==> src/rtl/core/lep_pkg.sv <==
// ----------------------------------------------------------------------------
// lep_pkg: shared types for the loop and event profiling meter
// Command codes, status codes, the per-type table entry and the loop
// statistics record passed from the counter block to the top level.
// ----------------------------------------------------------------------------
package lep_pkg;

    // command codes
    typedef enum logic [2:0] {
        CMD_BEGIN  = 3'd0,
        CMD_END    = 3'd1,
        CMD_SAMPLE = 3'd2,
        CMD_RECENT = 3'd3,
        CMD_CLEAR  = 3'd4,
        CMD_START  = 3'd5,
        CMD_STOP   = 3'd6,
        CMD_READ   = 3'd7
    } cmd_t;

    // status codes
    localparam logic [1:0] ST_OK      = 2'd0;
    localparam logic [1:0] ST_STOPPED = 2'd1;
    localparam logic [1:0] ST_SAME    = 2'd2;

    // one per-type table entry
    typedef struct packed {
        logic [31:0] count;
        logic [63:0] sum;
        logic [63:0] max_ticks;
    } type_entry_t;

    // loop statistics after a request took effect
    typedef struct packed {
        logic [1:0]  status;
        logic [63:0] last_ticks;
        logic [31:0] last_events;
        logic [63:0] total_ticks;
        logic [31:0] total_events;
        logic [31:0] total_loops;
        logic [63:0] recent_ticks;
        logic [31:0] recent_events;
        logic [31:0] recent_loops;
    } loop_stats_t;

    // table operation for the request in the execute stage
    typedef struct packed {
        logic fire;
        logic sample;
        logic clear;
    } type_op_t;

endpackage

==> src/rtl/core/lep_loop_counters.sv <==
// ----------------------------------------------------------------------------
// lep_loop_counters: run state and loop statistics
// Holds the run flag, the begin tick and the last, total and recent sums,
// and computes the status and the statistics after each request.
// ----------------------------------------------------------------------------
module lep_loop_counters
    import lep_pkg::*;
(
    input  logic        clk,
    input  logic        rst_n,
    input  logic        fire,
    input  cmd_t        cmd,
    input  logic [63:0] tick,
    input  logic [31:0] events,
    output logic        running,
    output loop_stats_t stats
);

    logic        running_reg, running_next;
    logic [63:0] start_tick_reg, start_tick_next;
    loop_stats_t stats_reg;

    assign running = running_reg;

    // next state and status for the request in the execute stage
    always_comb
    begin
        running_next    = running_reg;
        start_tick_next = start_tick_reg;
        stats           = stats_reg;
        stats.status    = ST_OK;
        case (cmd)
            CMD_START:
            begin
                if (running_reg)
                    stats.status = ST_SAME;
                else
                    running_next = 1'b1;
            end
            CMD_STOP:
            begin
                if (!running_reg)
                    stats.status = ST_SAME;
                else
                    running_next = 1'b0;
            end
            default:
            begin
                if (!running_reg)
                    stats.status = ST_STOPPED;
                else
                begin
                    case (cmd)
                        CMD_BEGIN:
                            start_tick_next = tick;
                        CMD_END:
                        begin
                            stats.last_ticks    = tick - start_tick_reg;
                            stats.last_events   = events;
                            stats.total_ticks   = stats_reg.total_ticks + stats.last_ticks;
                            stats.total_events  = stats_reg.total_events + events;
                            stats.total_loops   = stats_reg.total_loops + 32'd1;
                            stats.recent_ticks  = stats_reg.recent_ticks + stats.last_ticks;
                            stats.recent_events = stats_reg.recent_events + events;
                            stats.recent_loops  = stats_reg.recent_loops + 32'd1;
                        end
                        CMD_RECENT:
                        begin
                            stats.recent_ticks  = '0;
                            stats.recent_events = '0;
                            stats.recent_loops  = '0;
                        end
                        CMD_CLEAR:
                        begin
                            stats        = '0;
                            stats.status = ST_OK;
                        end
                        default:
                        begin
                        end
                    endcase
                end
            end
        endcase
    end

    always_ff @(posedge clk or negedge rst_n)
    begin
        if (!rst_n)
        begin
            running_reg    <= 1'b0;
            start_tick_reg <= '0;
            stats_reg      <= '0;
        end
        else if (fire)
        begin
            running_reg    <= running_next;
            start_tick_reg <= start_tick_next;
            stats_reg      <= stats;
        end
    end

`ifndef SYNTH
    // an accepted stop always leaves the meter stopped
    a_stop_stops: assert property (@(posedge clk) disable iff (!rst_n)
        (fire && (cmd == CMD_STOP)) |=> !running_reg)
        else $error("meter still running after stop");

    // a completed end loop counts exactly one loop
    a_end_counts: assert property (@(posedge clk) disable iff (!rst_n)
        (fire && (cmd == CMD_END) && running_reg) |=>
        (stats_reg.total_loops == $past(stats_reg.total_loops) + 32'd1))
        else $error("end loop did not count one loop");
`endif

endmodule

==> config.mk <==
export PLATFORM = sky130hd
export DESIGN_NAME = lep_loop_counters
export DESIGN_NICKNAME = d
export VERILOG_FILES = /design/src/rtl/core/lep_pkg.sv /design/src/rtl/core/lep_loop_counters.sv
export SDC_FILE = /design/constraint.sdc
export NUM_CORES = 1
export LEC_CHECK = 0
export CORE_MARGIN = 5
export CORE_UTILIZATION = 45
export DETAILED_ROUTE_END_ITERATION = 8
export DONT_BUFFER_PORTS = 1
export PLACE_DENSITY = 0.61
export SKIP_CTS_REPAIR_TIMING = 1
export SLEW_MARGIN = 0
export SYNTH_ARGS = -nofsm -noshare
export SYNTH_HDL_FRONTEND = slang
export SYNTH_SLANG_ARGS = --single-unit
==> constraint.sdc <==
create_clock -name clk -period 9.75 [get_ports clk]
set_clock_uncertainty 0.1 [all_clocks]
set_input_delay 0.4875 -clock clk [delete_from_list [all_inputs] [get_ports clk]]
set_output_delay 0.4875 -clock clk [all_outputs]
set_load 0.01 [all_outputs]
==> results.py <==
metrics = {
    "sta": {
        "rsz0062_at_grt": "false",
        "hold_violations": 417,
        "setup_tns_ns": 0,
        "maxSlewHeadroom_pct": 21.6,
        "period_share_pct": 80.3,
        "worst_slack_ns": 1.92,
        "finalMaxSlewViolations": 0,
        "max_freq_ghz": 0.128,
        "tightest_slew_ns": 1.16,
        "setup_viol": 0,
        "worst_hold_slack_ns": -0.535,
        "finalCriticalPeriod_ns": 7.83,
    },
    "floorplanning": {
        "initial_core_util_pct": 45.3,
        "die_y_um": 283,
        "coreArea_mm2": 0.0742,
        "die_area_mm2": 0.0802,
        "fp.dieW_um": 283,
        "num_rows": 100,
        "io_pins": 457,
    },
    "synthesis": {
        "netlist.area_leader.share_pct": 31.1,
        "async_flop_share_pct": 100,
        "yosys.area_share.adder_pct": 10.4,
        "syn-cell-area_mm2": 0.0336,
        "synth-seq-cells": 417,
        "synthDistinctLibCells": 90,
        "synth_ff_type": "dfrtp_1",
        "syn_nets": 4182,
        "synth-seq-area-share_pct": 31.1,
        "synth_compound_area_share_pct": 28.8,
        "synth_area_leaders": "dfrtp_1 (31%), ha_1 (10%), a22o_1 (8.1%)",
        "syn_avg_cell_area_um2": 8.83,
        "synth_top_family_by_area": "compound AO/OA/AOI/OAI gates",
        "synth_edf_count": 0,
        "syn_inst": 3804,
        "ys.warnings.count": 0,
        "synth_top_area_cell": "dfrtp_1",
        "synthSimpleGateAreaFrac_pct": 12.2,
        "synthMuxAreaShare_pct": 7.17,
        "synth_xor_area_share_pct": 6.34,
    },
    "setup_path": {
        "crit_fanout": 6,
        "timing.rr.start": "start_tick_reg[0]",
        "path_class": "reg -> out",
        "crit_arrival_ns": 7.25,
        "startpoint": "start_tick_reg[0]",
        "r2r_cells": 24,
        "cp_data_required_time_ns": 9.16,
        "crit_path_start_kind": "flip-flop",
        "worstSetupEndpointType": "output port",
    },
    "cts": {
        "clock_path_buffers": 3,
        "path_clk_slew_ns": 0.06,
        "cts_tree": "built",
        "cts_max_level": 2,
        "clk_latency_ns": 0.62,
        "clockRootBuffer": "clkbuf_16",
        "cts_buffers": 54,
        "cts.sinks": 417,
    },
    "finish": {
        "drive_above_1_share_pct": 9.90,
        "layoutNonFillerInstCount": 4758,
        "nNetsFinal": 4121,
        "largest_reg_flops": 352,
        "layout_commonest_cell": "dfrtp_1",
        "final_util_pct": 49.7,
        "layout_common_cells": "dfrtp_1 (417), nand2_1 (378), a22o_1 (312), a21oi_1 (301)",
        "syn_to_final_growth_pct": 9.79,
    },
    "route": {
        "postRouteWirelength_um": 111000,
        "detail-route-antenna-nets": 0,
        "via_count": 29345,
        "via_per_inst": 6.17,
        "wl_per_cell_um": 23.3,
        "route.detailed.drc": 0,
        "drtIter0Drc": 1952,
        "drt_pass1_iterations": 5,
    },
    "global_routing": {
        "grt_overflow": 0,
        "grt_pass1_wl_um": 166000,
        "antenna_found_initial": 0,
        "grt_pass1_vias": 27026,
        "track_usage_pct": 25.7,
        "grt_max_degree": 418,
    },
    "place": {
        "dp_slack_ns": 2.49,
        "port_buffers": 0,
        "dp_hpwl_um": 79300,
        "gp_congestion": 0.931,
        "dp_cells": 4587,
    },
    "min_path": {
        "hold_class": "in -> async",
    },
    "pwr": {
        "peakVddDrop_uv": 151,
        "internal_power_mw": 6.42,
        "clock_power_share_pct": 18.0,
        "p_switching_mw": 5.64,
        "swShare_pct": 46.7,
        "power_density_mw_per_mm2": 327,
        "p_leak_nw": 17.8,
        "fin_total_pwr_mw": 12.1,
        "power_frac_seq_pct": 21.4,
        "combinationalPowerShare_pct": 60.6,
    },
    "run": {
        "max_cap_viol_count": 0,
    },
    "outcome": {
        "status": "complete, but fails checks",
        "violations": "hold timing",
    },
}
-- kinds of logic (layout without fill, tap and decap cells) --
kind of cell | Yosys count | in the layout
compound gates | 1415 | 1415
xor+xnor | 243 | 243
fa+ha+maj | 276 | 276
buf+inv | 351 | 334
flops | 417 | 417
mux | 214 | 214
other cells | 0 | 2
simple gates | 888 | 888
-- layout make-up --
class	instances	area, um^2
Sequential cell	417	10400
Inverter	141	529
Clock inverter	24	358
Clock buffer	76	1570
Timing Repair Buffer	93	898
Antenna cell	2	5.00
Fill cell	7057	37300
Tap cell	969	1210
Multi-Input combinational cell	3036	21900
-- cells in the mapped netlist (10+ instances only) --
cell        n
a211oi_1   15
a21o_1    169
a21oi_1   301
a22o_1    312
a31oi_1    49
a41oi_1    10
and2_1     18
and3_1     39
and4_1     12
clkbuf_1  193
dfrtp_1   417
ha_1      271
inv_1     141
mux2_2    213
nand2_1   383
nand2b_1   33
nand3_1    52
nand4_1    63
nor2_1    174
nor2b_1    36
nor3_1     34
o211ai_1   16
o21a_1     29
o21ai_0   271
o21ai_1    59
o21bai_1   46
o31ai_1    14
or3_1      15
xnor2_1   151
xor2_1     92
-- power groups by stage --
| stage | Combinational [mW] | Clock [mW] | Sequential, mW |
|---|---|---|---|
| floorplan | 5.56 | 0 | 2.50 |
| finish | 7.31 | 2.17 | 2.58 |
| detailed placement | 7.14 | 0 | 2.59 |
| global route | 8.01 | 2.30 | 2.64 |
| CTS | 7.19 | 2.23 | 2.57 |
| global placement | 7.12 | 0 | 2.58 |
-- worst paths after layout --
path | slack [ns] | end
min reg2reg | 0.38 | stats_reg[321]
min | -0.54 | stats_reg[265]
max | 1.92 | stats[127]
max in group asynchronous | 9.20 | stats_reg[126]
max reg2reg | 3.00 | stats_reg[127]
min in group clk | 0.09 | stats_reg[157]
-- per-layer routing --
layer	GRT usage, %	up-vias	wire (um)
li1	-	13966	-
met1	35.5	14386	49100
met2	40.9	882	50300
met3	6.43	111	8870
met4	6.17	0	2740
met5	0	-	0
-- stage by stage --
stage          area, um^2  hold slack (ns)
6_report            36900           -0.535
3_3_place_gp        34200            0.102
3_5_place_dp        34200            0.103
4_1_cts             36100           -0.577
2_1_floorplan       33600           0.0919
5_1_grt             36900           -0.571
-- critical path, cell delays in order (launching register included) --
cell	delay (ns)
dfrtp_1	0.38
ha_1	0.22
fa_1	0.40
nand2b_1	0.16
a21boi_1	0.17
o21ai_0	0.17
a21oi_1	0.28
a21oi_1	0.26
o311ai_1	0.36
o211ai_1	0.25
o41ai_2	0.59
xor2_1	0.58
ha_1	0.40
a21oi_1	0.17
o21ai_0	0.12
a21o_1	0.19
a21oi_1	0.18
o21ba_2	0.17
o311ai_1	0.17
a41oi_1	0.39
o21ai_1	0.12
a21oi_1	0.25
xor2_1	0.15
or3_1	0.35
nand3_1	0.14
Note: power is estimated with default switching activity, not from simulation.
